File: config.mk
export PLATFORM = sky130hd
export DESIGN_NAME = i2c_master_register_access_top
export DESIGN_NICKNAME = d
export VERILOG_FILES = /design/src/rtl/core/i2cm_pkg.sv /design/src/rtl/core/i2c_master_register_access_top.sv /design/src/rtl/core/i2cm_cfg.sv /design/src/rtl/core/i2cm_seq.sv
export SDC_FILE = /design/constraint.sdc
export NUM_CORES = 1
export LEC_CHECK = 0
export ABC_AREA = 1
export ABC_CLOCK_PERIOD_IN_PS = 3750
export CORE_MARGIN = 2
export CORE_UTILIZATION = 50
export CTS_BUF_LIST = sky130_fd_sc_hd__clkbuf_16
export DETAILED_ROUTE_END_ITERATION = 8
export DONT_BUFFER_PORTS = 1
export MAX_ROUTING_LAYER = met4
export PLACE_DENSITY = 0.76
export SLEW_MARGIN = 40
export SYNTH_ARGS = -nofsm -noshare
export SYNTH_HDL_FRONTEND = slang
export SYNTH_HIERARCHICAL = 1
export SYNTH_SLANG_ARGS = --single-unit
export TNS_END_PERCENT = 100
File: constraint.sdc
create_clock -name clk -period 3.75 [get_ports clk]
set_input_delay 0.1875 -clock clk [delete_from_list [all_inputs] [get_ports clk]]
set_output_delay 0.1875 -clock clk [all_outputs]
set_load 0.1 [all_outputs]
File: src/rtl/core/i2cm_pkg.sv
package i2cm_pkg;

    // Configuration register map
    localparam int unsigned CFG_ADDR_W = 4;
    localparam int unsigned CFG_DATA_W = 32;

    localparam logic [1:0] REG_START_HOLD = 2'd0;
    localparam logic [1:0] REG_HALF_BIT   = 2'd1;
    localparam logic [1:0] REG_ACK_TMO    = 2'd2;

    localparam logic [7:0] RST_START_HOLD = 8'd4;
    localparam logic [7:0] RST_HALF_BIT   = 8'd1;
    localparam logic [7:0] RST_ACK_TMO    = 8'd250;

    // Input item actions
    localparam logic [2:0] ACT_TICK      = 3'd0;
    localparam logic [2:0] ACT_BEGIN_WR  = 3'd1;
    localparam logic [2:0] ACT_BEGIN_RD  = 3'd2;
    localparam logic [2:0] ACT_WR_BYTE   = 3'd3;
    localparam logic [2:0] ACT_WR_BIT    = 3'd4;

    typedef struct packed {
        logic [7:0] start_hold_ticks;
        logic [7:0] half_bit_ticks;
        logic [7:0] ack_timeout;
    } cfg_t;

    typedef struct packed {
        logic [2:0] action;
        logic       sda_in;
        logic [7:0] device_address;
        logic [7:0] register_address;
        logic [7:0] byte_count;
        logic [7:0] write_data;
        logic [2:0] bit_number;
        logic       bit_value;
    } in_item_t;

    typedef struct packed {
        logic       scl;
        logic       sda_out;
        logic       sda_release;
        logic       read_valid;
        logic [7:0] read_data;
        logic       last_read;
        logic       write_data_request;
        logic       busy_res;
        logic       done_res;
        logic       ack_error;
    } out_item_t;

endpackage

File: src/rtl/core/i2c_master_register_access_top.sv
// I2C master register-access sequencer.
// Input channel (in_valid/in_stall/in_data): each transfer is one tick of
// bus time or one command (begin write, begin read, supply write byte,
// write bit). Output channel (out_valid/out_stall/out_data): exactly one
// result per input transfer, carrying the SCL/SDA levels to drive, a
// received byte with its last mark, the write data request, and
// busy/done/ack error status.
// The result of an input transfer is registered and appears on out_data in the cycle after the transfer.
// Throughput: one item per cycle while in_stall is low; the sequencer state update and the
// result both come from a single combinational pass between the state
// registers and the output register.
// The output register frees in the cycle it is taken, so a new input is
// accepted while a result is being drained. When the receiver stalls with
// a result held, in_stall rises and the held result does not change.
// Timing registers are written over the APB-style port at byte addresses
// 0 (start hold ticks), 4 (half bit ticks) and 8 (ack timeout).
// Reset puts the sequencer idle (lines high, driven), clears all status
// and loads the timing registers with 4, 1 and 250.
module i2c_master_register_access_top (
    input  logic                            clk,
    input  logic                            rst_n,
    input  logic                            in_valid,
    output logic                            in_stall,
    input  i2cm_pkg::in_item_t              in_data,
    output logic                            out_valid,
    input  logic                            out_stall,
    output i2cm_pkg::out_item_t             out_data,
    input  logic                            psel,
    input  logic                            penable,
    input  logic                            pwrite,
    input  logic [i2cm_pkg::CFG_ADDR_W-1:0] paddr,
    input  logic [i2cm_pkg::CFG_DATA_W-1:0] pwdata,
    output logic [i2cm_pkg::CFG_DATA_W-1:0] prdata,
    output logic                            pready
);
    import i2cm_pkg::*;

    cfg_t      cfg;
    out_item_t res;
    out_item_t out_data_reg;
    logic      out_valid_reg;
    logic      accept;

    i2cm_cfg u_cfg (
        .clk     (clk),
        .rst_n   (rst_n),
        .psel    (psel),
        .penable (penable),
        .pwrite  (pwrite),
        .paddr   (paddr),
        .pwdata  (pwdata),
        .prdata  (prdata),
        .pready  (pready),
        .cfg     (cfg)
    );

    // Stall input only while a result is held and the receiver stalls
    assign in_stall = out_valid_reg && out_stall;
    assign accept   = in_valid && !in_stall;

    i2cm_seq u_seq (
        .clk    (clk),
        .rst_n  (rst_n),
        .accept (accept),
        .item   (in_data),
        .cfg    (cfg),
        .res    (res)
    );

    // Load the result register on each transfer; drop it once taken
    always_ff @(posedge clk or negedge rst_n)
    begin
        if (!rst_n)
            out_valid_reg <= 1'b0;
        else if (accept)
            out_valid_reg <= 1'b1;
        else if (!out_stall)
            out_valid_reg <= 1'b0;
    end

    always_ff @(posedge clk)
    begin
        if (accept)
            out_data_reg <= res;
    end

    assign out_valid = out_valid_reg;
    assign out_data  = out_data_reg;

endmodule

File: src/rtl/core/i2cm_cfg.sv
module i2cm_cfg (
    input  logic                           clk,
    input  logic                           rst_n,
    input  logic                           psel,
    input  logic                           penable,
    input  logic                           pwrite,
    input  logic [i2cm_pkg::CFG_ADDR_W-1:0] paddr,
    input  logic [i2cm_pkg::CFG_DATA_W-1:0] pwdata,
    output logic [i2cm_pkg::CFG_DATA_W-1:0] prdata,
    output logic                           pready,
    output i2cm_pkg::cfg_t                 cfg
);
    import i2cm_pkg::*;

    logic [7:0] start_hold_reg;
    logic [7:0] half_bit_reg;
    logic [7:0] ack_tmo_reg;
    logic       wr_en;
    logic [1:0] reg_idx;

    assign pready  = 1'b1;
    assign wr_en   = psel && penable && pwrite && pready;
    assign reg_idx = paddr[3:2];

    // Write the addressed register; ignore addresses past the map
    always_ff @(posedge clk or negedge rst_n)
    begin
        if (!rst_n)
        begin
            start_hold_reg <= RST_START_HOLD;
            half_bit_reg   <= RST_HALF_BIT;
            ack_tmo_reg    <= RST_ACK_TMO;
        end
        else if (wr_en)
        begin
            case (reg_idx)
                REG_START_HOLD: start_hold_reg <= pwdata[7:0];
                REG_HALF_BIT:   half_bit_reg   <= pwdata[7:0];
                REG_ACK_TMO:    ack_tmo_reg    <= pwdata[7:0];
                default:        ;
            endcase
        end
    end

    // Return the addressed register on a read
    always_comb
    begin
        prdata = '0;
        case (reg_idx)
            REG_START_HOLD: prdata[7:0] = start_hold_reg;
            REG_HALF_BIT:   prdata[7:0] = half_bit_reg;
            REG_ACK_TMO:    prdata[7:0] = ack_tmo_reg;
            default:        prdata = '0;
        endcase
    end

    assign cfg.start_hold_ticks = start_hold_reg;
    assign cfg.half_bit_ticks   = half_bit_reg;
    assign cfg.ack_timeout      = ack_tmo_reg;

endmodule

File: src/rtl/core/i2cm_seq.sv
module i2cm_seq (
    input  logic                clk,
    input  logic                rst_n,
    input  logic                accept,
    input  i2cm_pkg::in_item_t  item,
    input  i2cm_pkg::cfg_t      cfg,
    output i2cm_pkg::out_item_t res
);
    import i2cm_pkg::*;

    typedef enum logic [4:0] {
        PH_IDLE      = 5'd0,
        PH_STA_HI    = 5'd1,
        PH_STA_LO    = 5'd2,
        PH_TX_LO     = 5'd3,
        PH_TX_HI     = 5'd4,
        PH_ACK_LO    = 5'd5,
        PH_ACK_HI    = 5'd6,
        PH_ACK_POLL  = 5'd7,
        PH_WAIT_DATA = 5'd8,
        PH_RX_LO     = 5'd9,
        PH_RX_HI     = 5'd10,
        PH_MACK_LO   = 5'd11,
        PH_MACK_HI   = 5'd12,
        PH_RS_SETUP  = 5'd13,
        PH_STO_A     = 5'd14,
        PH_STO_B     = 5'd15,
        PH_STO_C     = 5'd16
    } phase_t;

    typedef enum logic [1:0] {
        STG_DEVW = 2'd0,
        STG_REG  = 2'd1,
        STG_DEVR = 2'd2,
        STG_DATA = 2'd3
    } stage_t;

    typedef struct packed {
        logic scl;
        logic sda;
        logic rel;
    } line_t;

    // Bus line levels for a phase
    function automatic line_t phase_lines(phase_t p, logic shift_msb, logic last_byte);
        line_t l;
        l.scl = 1'b1;
        l.sda = 1'b1;
        l.rel = 1'b0;
        case (p)
            PH_STA_LO:   l.sda = 1'b0;
            PH_TX_LO:
            begin
                l.scl = 1'b0;
                l.sda = shift_msb;
            end
            PH_TX_HI:    l.sda = shift_msb;
            PH_ACK_LO, PH_WAIT_DATA, PH_RX_LO:
            begin
                l.scl = 1'b0;
                l.sda = 1'b0;
                l.rel = 1'b1;
            end
            PH_ACK_HI, PH_ACK_POLL, PH_RX_HI:
            begin
                l.sda = 1'b0;
                l.rel = 1'b1;
            end
            PH_MACK_LO:
            begin
                l.scl = 1'b0;
                l.sda = last_byte;
            end
            PH_MACK_HI:  l.sda = last_byte;
            PH_RS_SETUP: l.scl = 1'b0;
            PH_STO_A:
            begin
                l.scl = 1'b0;
                l.sda = 1'b0;
            end
            PH_STO_B:    l.sda = 1'b0;
            default:     ;
        endcase
        return l;
    endfunction

    phase_t     phase_reg,      phase_next;
    stage_t     stage_reg,      stage_next;
    logic [7:0] tick_cnt_reg,   tick_cnt_next;
    logic [3:0] bit_cnt_reg,    bit_cnt_next;
    logic [7:0] shift_reg,      shift_next;
    logic [7:0] bytes_left_reg, bytes_left_next;
    logic [7:0] ack_polls_reg,  ack_polls_next;
    logic [7:0] held_dev_reg,   held_dev_next;
    logic [7:0] held_regad_reg, held_regad_next;
    logic [3:0] held_bit_reg,   held_bit_next;
    logic [8:0] pending_reg,    pending_next;
    logic       error_reg,      error_next;
    logic       rd_flag_reg,    rd_flag_next;
    logic       mod_flag_reg,   mod_flag_next;

    logic       cmd;
    logic       rd_valid;
    logic       rd_last;
    logic       fin;
    logic [7:0] rd_byte;
    logic [7:0] hold_len;
    logic [7:0] half_len;
    logic [7:0] seg_len;
    logic       seg_more;
    logic [7:0] rx_byte;
    logic [7:0] bit_mask;
    logic [7:0] mod_byte;
    logic [3:0] bit_cnt_inc;
    logic       busy_before;
    line_t      cur_lines;
    line_t      new_lines;

    // Segment length of the current phase; zero acts as one
    assign hold_len = (cfg.start_hold_ticks == 8'd0) ? 8'd1 : cfg.start_hold_ticks;
    assign half_len = (cfg.half_bit_ticks == 8'd0) ? 8'd1 : cfg.half_bit_ticks;
    always_comb
    begin
        case (phase_reg)
            PH_STA_HI, PH_STA_LO, PH_RS_SETUP, PH_STO_A, PH_STO_B, PH_STO_C:
                seg_len = hold_len;
            default:
                seg_len = half_len;
        endcase
    end
    assign seg_more    = ({1'b0, tick_cnt_reg} + 9'd1) < {1'b0, seg_len};
    assign bit_cnt_inc = bit_cnt_reg + 4'd1;
    assign rx_byte     = {shift_reg[6:0], item.sda_in};
    assign bit_mask    = 8'd1 << held_bit_reg[2:0];
    assign mod_byte    = held_bit_reg[3] ? (rx_byte | bit_mask) : (rx_byte & ~bit_mask);
    assign cmd         = (item.action == ACT_BEGIN_WR) || (item.action == ACT_BEGIN_RD) ||
                         (item.action == ACT_WR_BYTE)  || (item.action == ACT_WR_BIT);
    assign busy_before = phase_reg != PH_IDLE;

    // Advance the sequencer by one command or one tick
    always_comb
    begin
        phase_next      = phase_reg;
        stage_next      = stage_reg;
        tick_cnt_next   = tick_cnt_reg;
        bit_cnt_next    = bit_cnt_reg;
        shift_next      = shift_reg;
        bytes_left_next = bytes_left_reg;
        ack_polls_next  = ack_polls_reg;
        held_dev_next   = held_dev_reg;
        held_regad_next = held_regad_reg;
        held_bit_next   = held_bit_reg;
        pending_next    = pending_reg;
        error_next      = error_reg;
        rd_flag_next    = rd_flag_reg;
        mod_flag_next   = mod_flag_reg;
        rd_valid        = 1'b0;
        rd_last         = 1'b0;
        rd_byte         = 8'd0;
        fin             = 1'b0;

        if (cmd)
        begin
            if (item.action == ACT_WR_BYTE)
            begin
                // Take the data byte only while waiting for it
                if (phase_reg == PH_WAIT_DATA)
                begin
                    shift_next    = item.write_data;
                    bit_cnt_next  = 4'd0;
                    phase_next    = PH_TX_LO;
                    tick_cnt_next = 8'd0;
                end
            end
            else if (phase_reg == PH_IDLE)
            begin
                held_dev_next   = {item.device_address[7:1], 1'b0};
                held_regad_next = item.register_address;
                error_next      = 1'b0;
                pending_next    = 9'd0;
                stage_next      = STG_DEVW;
                ack_polls_next  = 8'd0;
                phase_next      = PH_STA_HI;
                tick_cnt_next   = 8'd0;
                if (item.action == ACT_WR_BIT)
                begin
                    held_bit_next   = {item.bit_value, item.bit_number};
                    rd_flag_next    = 1'b1;
                    mod_flag_next   = 1'b1;
                    bytes_left_next = 8'd1;
                end
                else
                begin
                    held_bit_next   = 4'd0;
                    rd_flag_next    = item.action == ACT_BEGIN_RD;
                    mod_flag_next   = 1'b0;
                    bytes_left_next = item.byte_count;
                end
            end
        end
        else if (phase_reg == PH_IDLE || phase_reg == PH_WAIT_DATA)
        begin
            // Hold: nothing advances
        end
        else if (phase_reg == PH_ACK_POLL)
        begin
            if (!item.sda_in)
            begin
                // Acknowledge seen: move to the next transaction stage
                tick_cnt_next = 8'd0;
                case (stage_reg)
                    STG_DEVW:
                    begin
                        stage_next   = STG_REG;
                        shift_next   = held_regad_reg;
                        bit_cnt_next = 4'd0;
                        phase_next   = PH_TX_LO;
                    end
                    STG_DEVR:
                    begin
                        stage_next = STG_DATA;
                        if (bytes_left_reg == 8'd0)
                            phase_next = PH_STO_A;
                        else
                        begin
                            shift_next   = 8'd0;
                            bit_cnt_next = 4'd0;
                            phase_next   = PH_RX_LO;
                        end
                    end
                    default:
                    begin
                        if (stage_reg == STG_REG && rd_flag_reg)
                        begin
                            stage_next = STG_DEVR;
                            phase_next = PH_RS_SETUP;
                        end
                        else
                        begin
                            stage_next = STG_DATA;
                            if (bytes_left_reg == 8'd0)
                                phase_next = PH_STO_A;
                            else
                            begin
                                bytes_left_next = bytes_left_reg - 8'd1;
                                if (pending_reg[8])
                                begin
                                    pending_next = 9'd0;
                                    shift_next   = pending_reg[7:0];
                                    bit_cnt_next = 4'd0;
                                    phase_next   = PH_TX_LO;
                                end
                                else
                                    phase_next = PH_WAIT_DATA;
                            end
                        end
                    end
                endcase
            end
            else if (ack_polls_reg >= cfg.ack_timeout)
            begin
                // Timed out: drop any pending write and stop
                error_next    = 1'b1;
                pending_next  = 9'd0;
                mod_flag_next = 1'b0;
                phase_next    = PH_STO_A;
                tick_cnt_next = 8'd0;
            end
            else
                ack_polls_next = ack_polls_reg + 8'd1;
        end
        else if (seg_more)
            tick_cnt_next = tick_cnt_reg + 8'd1;
        else
        begin
            // End of segment
            tick_cnt_next = 8'd0;
            case (phase_reg)
                PH_STA_HI: phase_next = PH_STA_LO;
                PH_STA_LO:
                begin
                    shift_next   = (stage_reg == STG_DEVR) ? (held_dev_reg | 8'd1)
                                                           : held_dev_reg;
                    bit_cnt_next = 4'd0;
                    phase_next   = PH_TX_LO;
                end
                PH_TX_LO: phase_next = PH_TX_HI;
                PH_TX_HI:
                begin
                    shift_next   = {shift_reg[6:0], 1'b0};
                    bit_cnt_next = bit_cnt_inc;
                    phase_next   = (bit_cnt_inc >= 4'd8) ? PH_ACK_LO : PH_TX_LO;
                end
                PH_ACK_LO: phase_next = PH_ACK_HI;
                PH_ACK_HI:
                begin
                    ack_polls_next = 8'd0;
                    phase_next     = PH_ACK_POLL;
                end
                PH_RX_LO: phase_next = PH_RX_HI;
                PH_RX_HI:
                begin
                    shift_next   = rx_byte;
                    bit_cnt_next = bit_cnt_inc;
                    if (bit_cnt_inc < 4'd8)
                        phase_next = PH_RX_LO;
                    else
                    begin
                        if (mod_flag_reg)
                            pending_next = {1'b1, mod_byte};
                        else
                        begin
                            rd_valid = 1'b1;
                            rd_byte  = rx_byte;
                            rd_last  = bytes_left_reg == 8'd1;
                        end
                        if (bytes_left_reg != 8'd0)
                            bytes_left_next = bytes_left_reg - 8'd1;
                        phase_next = PH_MACK_LO;
                    end
                end
                PH_MACK_LO: phase_next = PH_MACK_HI;
                PH_MACK_HI:
                begin
                    if (bytes_left_reg == 8'd0)
                        phase_next = PH_STO_A;
                    else
                    begin
                        shift_next   = 8'd0;
                        bit_cnt_next = 4'd0;
                        phase_next   = PH_RX_LO;
                    end
                end
                PH_RS_SETUP: phase_next = PH_STA_HI;
                PH_STO_A:    phase_next = PH_STO_B;
                PH_STO_B:    phase_next = PH_STO_C;
                PH_STO_C:
                begin
                    if (pending_reg[8] && !error_reg)
                    begin
                        // Write back the modified byte in a second transaction
                        rd_flag_next    = 1'b0;
                        mod_flag_next   = 1'b0;
                        bytes_left_next = 8'd1;
                        stage_next      = STG_DEVW;
                        ack_polls_next  = 8'd0;
                        phase_next      = PH_STA_HI;
                    end
                    else
                    begin
                        pending_next  = 9'd0;
                        mod_flag_next = 1'b0;
                        fin           = 1'b1;
                        phase_next    = PH_IDLE;
                    end
                end
                default: phase_next = PH_IDLE;
            endcase
        end
    end

    // Assemble the result for this transfer
    assign cur_lines = phase_lines(phase_reg, shift_reg[7], bytes_left_reg == 8'd0);
    assign new_lines = phase_lines(phase_next, shift_next[7], bytes_left_next == 8'd0);

    always_comb
    begin
        if (cmd)
        begin
            res.scl                = new_lines.scl;
            res.sda_out            = new_lines.sda;
            res.sda_release        = new_lines.rel;
            res.busy_res           = phase_next != PH_IDLE;
            res.write_data_request = phase_next == PH_WAIT_DATA;
        end
        else
        begin
            res.scl                = cur_lines.scl;
            res.sda_out            = cur_lines.sda;
            res.sda_release        = cur_lines.rel;
            res.busy_res           = busy_before;
            res.write_data_request = cur_lines.rel && !cur_lines.scl && busy_before &&
                                     (phase_next == PH_WAIT_DATA);
        end
        res.read_valid = rd_valid;
        res.read_data  = rd_byte;
        res.last_read  = rd_valid && rd_last;
        res.done_res   = fin;
        res.ack_error  = error_next;
    end

    // Hold sequencer state; update on each accepted transfer
    always_ff @(posedge clk or negedge rst_n)
    begin
        if (!rst_n)
        begin
            phase_reg      <= PH_IDLE;
            stage_reg      <= STG_DEVW;
            tick_cnt_reg   <= 8'd0;
            bit_cnt_reg    <= 4'd0;
            shift_reg      <= 8'd0;
            bytes_left_reg <= 8'd0;
            ack_polls_reg  <= 8'd0;
            held_dev_reg   <= 8'd0;
            held_regad_reg <= 8'd0;
            held_bit_reg   <= 4'd0;
            pending_reg    <= 9'd0;
            error_reg      <= 1'b0;
            rd_flag_reg    <= 1'b0;
            mod_flag_reg   <= 1'b0;
        end
        else if (accept)
        begin
            phase_reg      <= phase_next;
            stage_reg      <= stage_next;
            tick_cnt_reg   <= tick_cnt_next;
            bit_cnt_reg    <= bit_cnt_next;
            shift_reg      <= shift_next;
            bytes_left_reg <= bytes_left_next;
            ack_polls_reg  <= ack_polls_next;
            held_dev_reg   <= held_dev_next;
            held_regad_reg <= held_regad_next;
            held_bit_reg   <= held_bit_next;
            pending_reg    <= pending_next;
            error_reg      <= error_next;
            rd_flag_reg    <= rd_flag_next;
            mod_flag_reg   <= mod_flag_next;
        end
    end

`ifndef SYNTH
    a_bit_cnt_range: assert property (@(posedge clk) disable iff (!rst_n)
        bit_cnt_reg <= 4'd8)
        else $error("bit counter past one byte");

    a_read_in_txn: assert property (@(posedge clk) disable iff (!rst_n)
        accept && res.read_valid |-> res.busy_res && !mod_flag_reg)
        else $error("read byte presented outside a plain read");

    a_done_goes_idle: assert property (@(posedge clk) disable iff (!rst_n)
        accept && res.done_res |=> phase_reg == PH_IDLE && pending_reg == 9'd0)
        else $error("done without returning to idle");

    a_release_low: assert property (@(posedge clk) disable iff (!rst_n)
        accept && res.sda_release |-> !res.sda_out)
        else $error("SDA level driven while released");

    a_request_waits: assert property (@(posedge clk) disable iff (!rst_n)
        accept && res.write_data_request |-> !res.scl && res.sda_release)
        else $error("data request while SCL not held low");
`endif

endmodule
; Word level (Yosys, flattened, before mapping)
; Index checks and enable logic that the tools add are counted.
[totals]
latch_bits = 0
ramBits = 0
ff_bits = 116
elab_cells = 336
mem_count = 0
input_bits = 83
out_inout_bits = 52
mem_bits_ro = 0
[op_classes]
reduce_logical = 62
mux = 162
shifts = 1
div = 0
order_cmp = 4
eq_ne = 66
add_sub_neg = 5
multipliers = 0
n_bitwise = 6
[ops]
columns = op, n
row1 = 2-to-1 mux 8 bit, 47
row2 = 2-to-1 mux 9 bit, 14
row3 = "== test 5 x 4 -> 1 bit, second input constant", 16
row4 = one-hot mux 5 bit (14 select lines), 1
row5 = 2-to-1 mux 5 bit, 11
row6 = 2-to-1 mux 4 bit, 13
row7 = 2-to-1 mux 1 bit, 50
row8 = one-hot mux 8 bit (2 select lines), 3
row9 = "== test 5 x 3 -> 1 bit, second input constant", 8
row10 = zero test 8 bit, 4
row11 = one-hot mux 8 bit (4 select lines), 1
row12 = one-hot mux 8 bit (3 select lines), 1
row13 = AND reduction 8 bit, 3
row14 = 2-to-1 mux 2 bit, 11
row15 = OR reduction 7 bit, 3
row16 = "== test 5 x 2 -> 1 bit, second input constant", 4
row17 = AND reduction 10 bit, 2
row18 = one-hot mux 9 bit (2 select lines), 1
row19 = OR reduction 6 bit, 3
row20 = OR reduction 9 bit, 2
row21 = "adder 8 x 1 -> 8 bit, second input constant", 2
row22 = "inequality test 4 x 3 -> 1 bit, second input constant", 4
row23 = "inequality test 3 x 2 -> 1 bit, second input constant", 5
row24 = nonzero test 5 bit, 3
row25 = 51 further kinds, 94

; Longest topological paths before layout
; Gate-level depths: netlist of run 1.
[depth]
depth_word = 12
depth_mapped = 28
depth_no_buf = 26

; Cells and area by module
; The synthesis of run 1 kept the hierarchy.
[modules_own_cells]
columns = module, cells_each, instances, area_each_um2, seq_area_each_um2
row1 = i2cm_seq, 1015, 1, 6673.9, 1851.8
row2 = i2cm_cfg, 173, 1, 1317.5, 610.6
row3 = i2c_master_register_access_top, 23, 1, 555.5, 535.5

; Worst setup path before layout of run 1
; Ideal clock, no wire load.
[synth_path]
kind = reg-to-reg
start = register out_valid_reg (netlist: out_valid)
end = register u_seq.shift_reg[5]
required_time_ns = 3.625
path_slack_ns = 0.369
setup_time_ns = 0.125
path_stages_with_launch = 10
synth_period_minus_slack_ns = 3.381
n_path_buf = 1
t_arrival_ns = 3.255
cell_sequence = dfrtp_1 -> a21oi_1 -> inv_1 -> nor2_2 -> o21ai_0 -> a211oi_4 -> o31ai_2 -> buf_6 -> a21oi_2 -> a22oi_2
[synth_via]
elab_chain_len = 4
[synth_rtl]
columns = item, line
row1 = start: declaration, i2c_master_register_access_top.sv:41  ; logic out_valid_reg;
row2 = start signal: assignment, i2c_master_register_access_top.sv:74  ; out_valid_reg <= 1'b0;
row3 = start signal: assignment, i2c_master_register_access_top.sv:76  ; out_valid_reg <= 1'b1;
row4 = start signal: assignment, i2c_master_register_access_top.sv:78  ; out_valid_reg <= 1'b0;
row5 = logical AND 1 bit, i2c_master_register_access_top.sv:58  ; assign in_stall = out_valid_reg && out_stall;
row6 = zero test 1 bit, i2c_master_register_access_top.sv:59  ; assign accept = in_valid && !in_stall;
row7 = logical AND 1 bit, i2c_master_register_access_top.sv:59
row8 = via accept, i2c_master_register_access_top.sv:42  ; logic accept;
row9 = AND reduction 10 bit (no source line), --
row10 = end signal: assignment, i2cm_seq.sv:418  ; shift_reg <= shift_next;
row11 = end: declaration, i2cm_seq.sv:91  ; logic [7:0] shift_reg, shift_next;
; The timed path passes the listed nets, and every way through them passes these cells.
; A chain may end at the register's enable or synchronous reset.

==> reports/metrics.cfg, run 1 <==
[run_status]
outcome = completed

[yosys]
synth_fa_ha_area_share_pct = 2.93
synth_top_cell_by_area = dfrtp_1
synth_cell_type_count = 60
synth_compound_area_share_pct = 15.4
avgSynthCellArea_sq_um = 7.06
synthMuxAreaShare_pct = 0.234
ys_seq_elements = 116
synth_warnings = 6
synth_area_leaders = dfrtp_1 (27%), nand2_1 (15%), o21ai_0 (6.4%)
synth_seq_area_share_pct = 35.1
synth-xor-area-share_pct = 1.33
postSynthCellCount = 1211
synth_top_family_by_area = simple AND/OR/NAND/NOR gates
async_reset_ff_share_pct = 85.3
synth_edf_count = 17
synth_simple_gate_area_share_pct = 34.7
post_synth_instance_area_sq_um = 8550
synth_top_cell_area_share_pct = 26.6
synthFlopType = dfrtp_1

[clock_network]
clk_pin_slew_ns = 0.06
clock_latency_ns = 0.43
cts_buffers = 17
root_buffer = clkbuf_16
h-tree-depth = 4
cts_sinks = 116
clock_path_buffers = 2
cts_tree = done

[detailed_routing]
first_pass_iters = 6
route.detailed.drc = 0
ant_nets = 0
drt_iter0_drc = 1039
avgViaCountPerCell = 5.77
wl_per_cell_um = 17.5
totalWireLength_mm = 26.3
dr_total_vias = 8649

[die]
fp.dieH_um = 135
die_area_sq_um = 18200
dieWidth_um = 135
io_pins = 135
rows = 47
start_util_pct = 51.4
coreArea_sq_um = 16600

[global_routing]
grt_pass1_vias = 7987
grt.overflow.total = 0
grt_pass1_wl_mm = 41.1
antenna_found_initial = 1
track_usage_pct = 29.6
grt_max_degree = 100

[timing]
finClkSkew_ns = 0.0100
max_freq_ghz = 0.280
slew_violations = 0
slew_headroom_pct = 40.0
setup_tns_ns = 0
hold_slack_ns = 0.0323
fin_crit_sh_pct = 95.4
setup_viol = 0
post-route-min-period_ns = 3.58
tightest_slew_ns = 0.902
hold_viol_final = 0

[cells_and_area]
fin_nets = 1368
fill_cells = 1483
drive_gt1_share_pct = 14.9
largest_register_ffs = 17
seq_area_sq_um = 3000
stdcell_count = 1500
layout_commonest_cell = nand2_1
multi_input_area_sq_um = 4890
area_growth_syn_to_layout_pct = 16.6
final_cell_mix = nand2_1 (345), inv_1 (110), o21ai_0 (108)

[min_path]
timing.hold.worst_path_depth = 4
worst_hold_path_type = primary input to flop

[power]
leakagePower_uw = 0.00483
powerDensity_nw_per_um2 = 757
peakVddDrop_v = 0.000392

[placement]
hpwlAfterDp_mm = 17.8
placed_cells = 1413
gp_congestion = 0.966
port_buffers = 0

[worst_setup_path]
crit_required_ns = 3.89
critPathSlowestCell = dfrtp_2
ff2ff_path_depth = 25
criticalPathCategory = flop to flop
crit_path_start_kind = flop
critPathArrivalTime_ns = 3.72
end_kind = flop
slowest_delay_ns = 0.47
cp_max_fo = 12
cp_common_cell = nand2_1

[flow_run]
max-cap-violations = 0

[kinds of logic (layout without fill, tap and decap cells)]
family          count (synthesis)  after routing
xor+xnor                       13             13
simple gates                  647            649
compound gates                222            222
flops                         116            116
other cells                     2             27
mux                             2              2
buf+inv                       189            231
fa+ha+maj                      20             20
[metal layers]
metal  global-route usage [%]  vias to the layer above  part of all wire [%]
li1                         -                     4069                     -
met2                     45.2                      477                    46
met3                     4.99                       58                   9.9
met1                     39.4                     4045                    41
met5                        -                        -                     0
met4                     11.5                        0                   2.2
[final timing paths]
kind	start	end	slack [ns]
hold reg to reg	u_seq/held_regad_reg[4]	u_seq/held_regad_reg[4]	0.47
max in group asynchronous	rst_n	u_seq/bytes_left_reg[3]	2.99
min in group asynchronous	rst_n	u_seq/tick_cnt_reg[6]	0.30
hold / removal	in_data[38]	u_seq/rd_flag_reg	0.03
setup reg to reg	u_seq/phase_reg[3]	out_data[14]	0.17
setup / recovery	u_seq/phase_reg[3]	out_data[14]	0.17
[cell usage after synthesis, types with 6 or more instances]
cell type / instances
nand2_1: 345
buf_4: 33
nor2_2: 17
nand4_1: 11
nand3_1: 105
o21ai_0: 110
inv_2: 16
a21oi_1: 45
a22oi_2: 6
o22ai_1: 12
clkbuf_1: 11
inv_1: 109
nor2_4: 8
nor2_1: 99
xor2_1: 7
ha_1: 20
edfxtp_1: 17
buf_2: 7
o211ai_1: 8
dfstp_2: 8
o21ai_1: 8
nor3_1: 16
nand3_2: 6
xnor2_1: 6
nand2_2: 23
dfrtp_1: 91
[power breakdown]
group | switching, uW | total (uW) | internal (uW)
sequential | 517 | 2190 | 1680
combinational | 2520 | 3660 | 1140
clock | 615 | 1690 | 1080
[stage by stage]
step / total power (uW) / instance area, sq um / setup slack (ns) / util, %
2_1_floorplan: 4670 / 8630 / 0.369 / -
3_3_place_gp: 5330 / 8670 / 0.174 / 52.1
3_5_place_dp: 5420 / 8740 / 0.141 / 52.5
4_1_cts: 7190 / 9760 / 0.125 / 58.6
5_1_grt: 8020 / 9970 / -0.0150 / 59.9
6_report: 7550 / 9970 / 0.174 / 59.9
[repair_timing]
action	CTS	global route
hold buffers	39	0
setup buffers	0	11
gates resized for setup	0	26
hold endpoints to repair	151	0
setup endpoints to repair	0	10
[area by class of cell]
class                   count  area share (%)
diodes                      2          0.0502
clock buffers              18            4.52
clock inverters            14            1.59
inverters                 132            5.05
multi-input cells         931            49.0
flip-flops and latches    116            30.1
well taps                 220            2.76
repair buffers             67            6.87
[worst max-delay path: cells and delay by family, from the launching register on]
family	cells	cell delay, ns
and+or+nand+nor	16	1.65
AOI/OAI and AO/OA	5	0.50
DFF	1	0.47
buffers and inverters	3	0.33
adders and majority gates	1	0.31
(Power assumes the default switching activity.)
==> run 2, diff against run 1 <==
--- a/config.mk
+++ b/config.mk
@@ -5,16 +5,14 @@
 export SDC_FILE = /design/constraint.sdc
 export NUM_CORES = 1
 export LEC_CHECK = 0
-export ABC_AREA = 1
 export ABC_CLOCK_PERIOD_IN_PS = 3750
+export BUFFER_PORTS_ARGS = -buffer_cell sky130_fd_sc_hd__buf_2
 export CORE_MARGIN = 2
 export CORE_UTILIZATION = 50
 export CTS_BUF_LIST = sky130_fd_sc_hd__clkbuf_16
 export DETAILED_ROUTE_END_ITERATION = 8
-export DONT_BUFFER_PORTS = 1
 export MAX_ROUTING_LAYER = met4
-export PLACE_DENSITY = 0.76
-export SLEW_MARGIN = 40
+export PLACE_DENSITY = 0.83
 export SYNTH_ARGS = -nofsm -noshare
 export SYNTH_HDL_FRONTEND = slang
 export SYNTH_HIERARCHICAL = 1
==> run 2 against run 1 <==
Synthesized cell count decreased by 24%. Maximum frequency decreased by 11%. First-iteration DRC count decreased by 9.1%. Setup slack got worse by 0.45 ns. Routed wire length decreased by 1.6%. Power decreased by 13%. The run now ends with setup timing left. Clock skew increased by 0.0022 ns. Sequential power decreased by 11%. Final cell count decreased by 15%. Worst hold slack got worse by 0.030 ns. Combinational power decreased by 24%. Die area decreased by 4.3%.
==> reports/metrics.cfg, run 2 <==
[run_status]
outcome = finished, violations left
violations = setup timing

[cells_and_area]
fill_cells = 1261  ; -15%
fin_nets = 1151  ; -16%
final_cell_mix = dfrtp_1 (88), buf_2 (81), buf_4 (79)
drive_gt1_share_pct = 31.8  ; +17 points
layout_commonest_cell = dfrtp_1
largest_register_ffs = 17  ; unchanged
antenna_cells = 0  ; -2
area_growth_syn_to_layout_pct = 25.8
design_area_sq_um = 10300  ; +3.1%
final_util_pct = 64.5  ; +4.6 points

[power]
seqPwrFrac_pct = 29.8  ; +0.8 points
p_total_uw = 6580  ; -13%
p_sw_uw = 2720  ; -26%
p_int_uw = 3870  ; -0.71%
powerDensity_nw_per_um2 = 640  ; -15%
peakVddDrop_v = 0.000596  ; +52%
p_sw_share_pct = 41.3  ; -7.2 points
leakagePower_uw = 0.00449  ; -7.0%
clockPowerShare_pct = 28.0  ; +5.6 points
combPwrFrac_pct = 42.2  ; -6.3 points

[timing]
fin_crit_sh_pct = 107  ; +12 points
tightest_slew_ns = 0.995  ; +0.0929 ns
max_freq_ghz = 0.248  ; -11%
hold_viol_final = 0  ; unchanged
setup_ws_ns = -0.275  ; -0.448 ns
slew_violations = 0  ; unchanged
setup_tns_ns = -3.15  ; -3.15 ns
setup_viol = 32  ; +32
finClkSkew_ns = 0.0122  ; +0.00220 ns
post-route-min-period_ns = 4.02  ; +0.448 ns
rsz0062_at_grt = yes
slew_headroom_pct = 33.4  ; -6.6 points

[clock_network]
clock_path_buffers = 2  ; unchanged
h-tree-depth = 4  ; unchanged
root_buffer = clkbuf_16
cts_tree = done
clk_pin_slew_ns = 0.06  ; about the same
cts_buffers = 17  ; unchanged
clock_latency_ns = 0.43  ; about the same
cts_sinks = 116  ; unchanged

[detailed_routing]
wl_met3_mm = 2.65  ; +1.8%
route.detailed.drc = 0  ; unchanged
met2WireLength_mm = 11.8  ; -3.6%
dr_total_vias = 8066  ; -6.7%
totalWireLength_mm = 25.9  ; -1.6%
ant_nets = 0  ; unchanged
wl_per_cell_um = 20.3  ; +16%
drt_iter0_drc = 944  ; -9.1%
avgViaCountPerCell = 6.32  ; +9.5%
top_layer = met4
met1_length_mm = 10.4  ; -4.8%
first_pass_iters = 7  ; +1

[yosys]
postSynthCellCount = 915  ; -24%
synth_top_cell_by_area = dfrtp_1
synth_top_cell_area_share_pct = 27.9  ; +1.2 points
synth_edf_count = 17  ; unchanged
synth_area_leaders = dfrtp_1 (28%), edfxtp_1 (6.3%), mux2_2 (6.2%)
ys_seq_elements = 116  ; unchanged
synth_warnings = 6  ; unchanged
avgSynthCellArea_sq_um = 8.93  ; +26%
async_reset_ff_share_pct = 85.3  ; unchanged
synthFlopType = dfrtp_1
yosysMostFrequentCell = dfrtp_1
synth_seq_area_share_pct = 36.7  ; +1.6 points
ys_top_cells_by_count = dfrtp_1 (91), nor2_1 (77), nand2_1 (72)
post_synth_instance_area_sq_um = 8170  ; -4.5%
synth_cell_type_count = 84  ; +40%

[global_routing]
grt.overflow.total = 0  ; unchanged
track_usage_pct = 29.6  ; +0.051 points
grt_pass1_vias = 7575  ; -5.2%
grt_pass1_wl_mm = 39.7  ; -3.3%
antenna_found_initial = 0  ; -1
grt_max_degree = 75  ; -25%

[placement]
placed_area_sq_um = 9080  ; +3.9%
gp_congestion = 1.03  ; +6.5%
port_buffers = 82  ; +82
hpwlAfterDp_mm = 17.7  ; -0.21%

[die]
die_area_sq_um = 17400  ; -4.3%
start_util_pct = 51.2  ; -0.13 points
fp.dieH_um = 132  ; -2.2%
io_pins = 135  ; unchanged
coreArea_sq_um = 15900  ; -4.2%
dieWidth_um = 132  ; -2.2%
rows = 46  ; -2.1%

[worst_setup_path]
crit_required_ns = 3.91  ; +0.02 ns
cp_max_fo = 7  ; -5
crit_path_start_kind = flop
end_kind = flop
critPathArrivalTime_ns = 4.19  ; +0.47 ns
criticalPathCategory = flop to flop

[flow_run]
max-cap-violations = 0  ; unchanged

[min_path]
worst_hold_path_type = primary input to flop

run 2: changes by cell type after synthesis, sizes merged, moves of 11 or more:
cell,change
and3,+15
mux2,+53
nor2b,+11
nand3,-79
a21oi,+21
nand2b,+20
nand2,-300
mux2i,+30
o21ai,-52
and2,+12
nor2,-48
inv,-109
clkbuf,+30
run 2: what timing repair did:
item / CTS / global route
endpoints found under the setup margin: 55 / 58
hold buffers: 11 / 0
hold endpoints to repair: 75 / 0
setup buffers: 3 / 8
pin swaps: 10 / 14
gates resized for setup: 21 / 65
cloned: 0 / 1
run 2: per-stage QoR:
stage,hold slack (ns),std cells,worst slack [ns]
finish,0.00228,1277,-0.275
CTS,0.0000462,1270,-0.190
global placement,0.390,1224,-0.294
global route,0.00338,1277,-0.472
detailed placement,0.391,1224,-0.401
floorplan,-0.108,938,-0.141
run 2: kinds of logic (layout without fill, tap and decap cells):
group / Yosys count / in the layout / share of synthesized area, %
buffers and inverters: 107 / 230 / 6.80
AND/OR/NAND/NOR: 324 / 324 / 20.6
flip-flops: 116 / 116 / 36.7
XOR/XNOR: 16 / 16 / 1.72
multiplexers: 85 / 85 / 11.6
other: 2 / 25 / 0.0920
AO/OA/AOI/OAI: 245 / 245 / 19.4
adder cells (fa/ha/maj): 20 / 20 / 3.06
run 2: cell type report:
type	instances	area (sq um)	share of cell area, %
repair buffers	180	1230	12.0
flip-flops and latches	116	3000	29.2
multi-input cells	715	5040	49.1
inverters	18	67.6	0.657
clock buffers	19	475	4.63
well taps	216	270	2.63
clock inverters	13	188	1.83
run 2: critical path, cell delays in order (launching register included):
cell      delay (ns)
dfrtp_1         0.45
nor3_2          0.27
and3_1          0.26
nor2_4          0.10
mux2i_1         0.14
ha_1            0.34
nand4_1         0.17
a211oi_2        0.22
nand4b_1        0.17
buf_4           0.17
nand3_2         0.13
buf_4           0.19
mux2i_1         0.23
a221oi_2        0.12
a311o_1         0.33
o41ai_2         0.40
a21oi_2         0.06
run 2: final timing paths:
check / cells past startpoint / slack (ns) / to / startpoint
setup reg to reg: 16 / -0.27 / out_data[15] / u_seq/phase_reg[2]
hold reg to reg: 1 / 0.51 / u_seq/held_regad_reg[7] / u_seq/held_regad_reg[7]
hold / removal: 3 / 0.002 / u_seq/held_bit_reg[3] / in_data[0]
setup / recovery: 16 / -0.27 / out_data[15] / u_seq/phase_reg[2]
max in group asynchronous: 3 / 2.37 / u_seq/bytes_left_reg[3] / rst_n
min in group asynchronous: 2 / 0.46 / u_seq/held_bit_reg[0] / rst_n
run 2: power groups by stage:
stage / Combinational [uW] / Sequential [uW] / Clock (uW)
3_3_place_gp: 2440 / 1910 / 0
3_5_place_dp: 2470 / 1920 / 0
5_1_grt: 2970 / 2000 / 1920
2_1_floorplan: 1790 / 1880 / 0
4_1_cts: 2570 / 1910 / 1860
6_report: 2770 / 1960 / 1840
run 2: routing by layer:
metal,vias to the layer above,track usage [%]
met1,3845,37.6
met5,-,-
met2,541,45.3
met4,0,13.0
li1,3587,-
met3,93,6.88
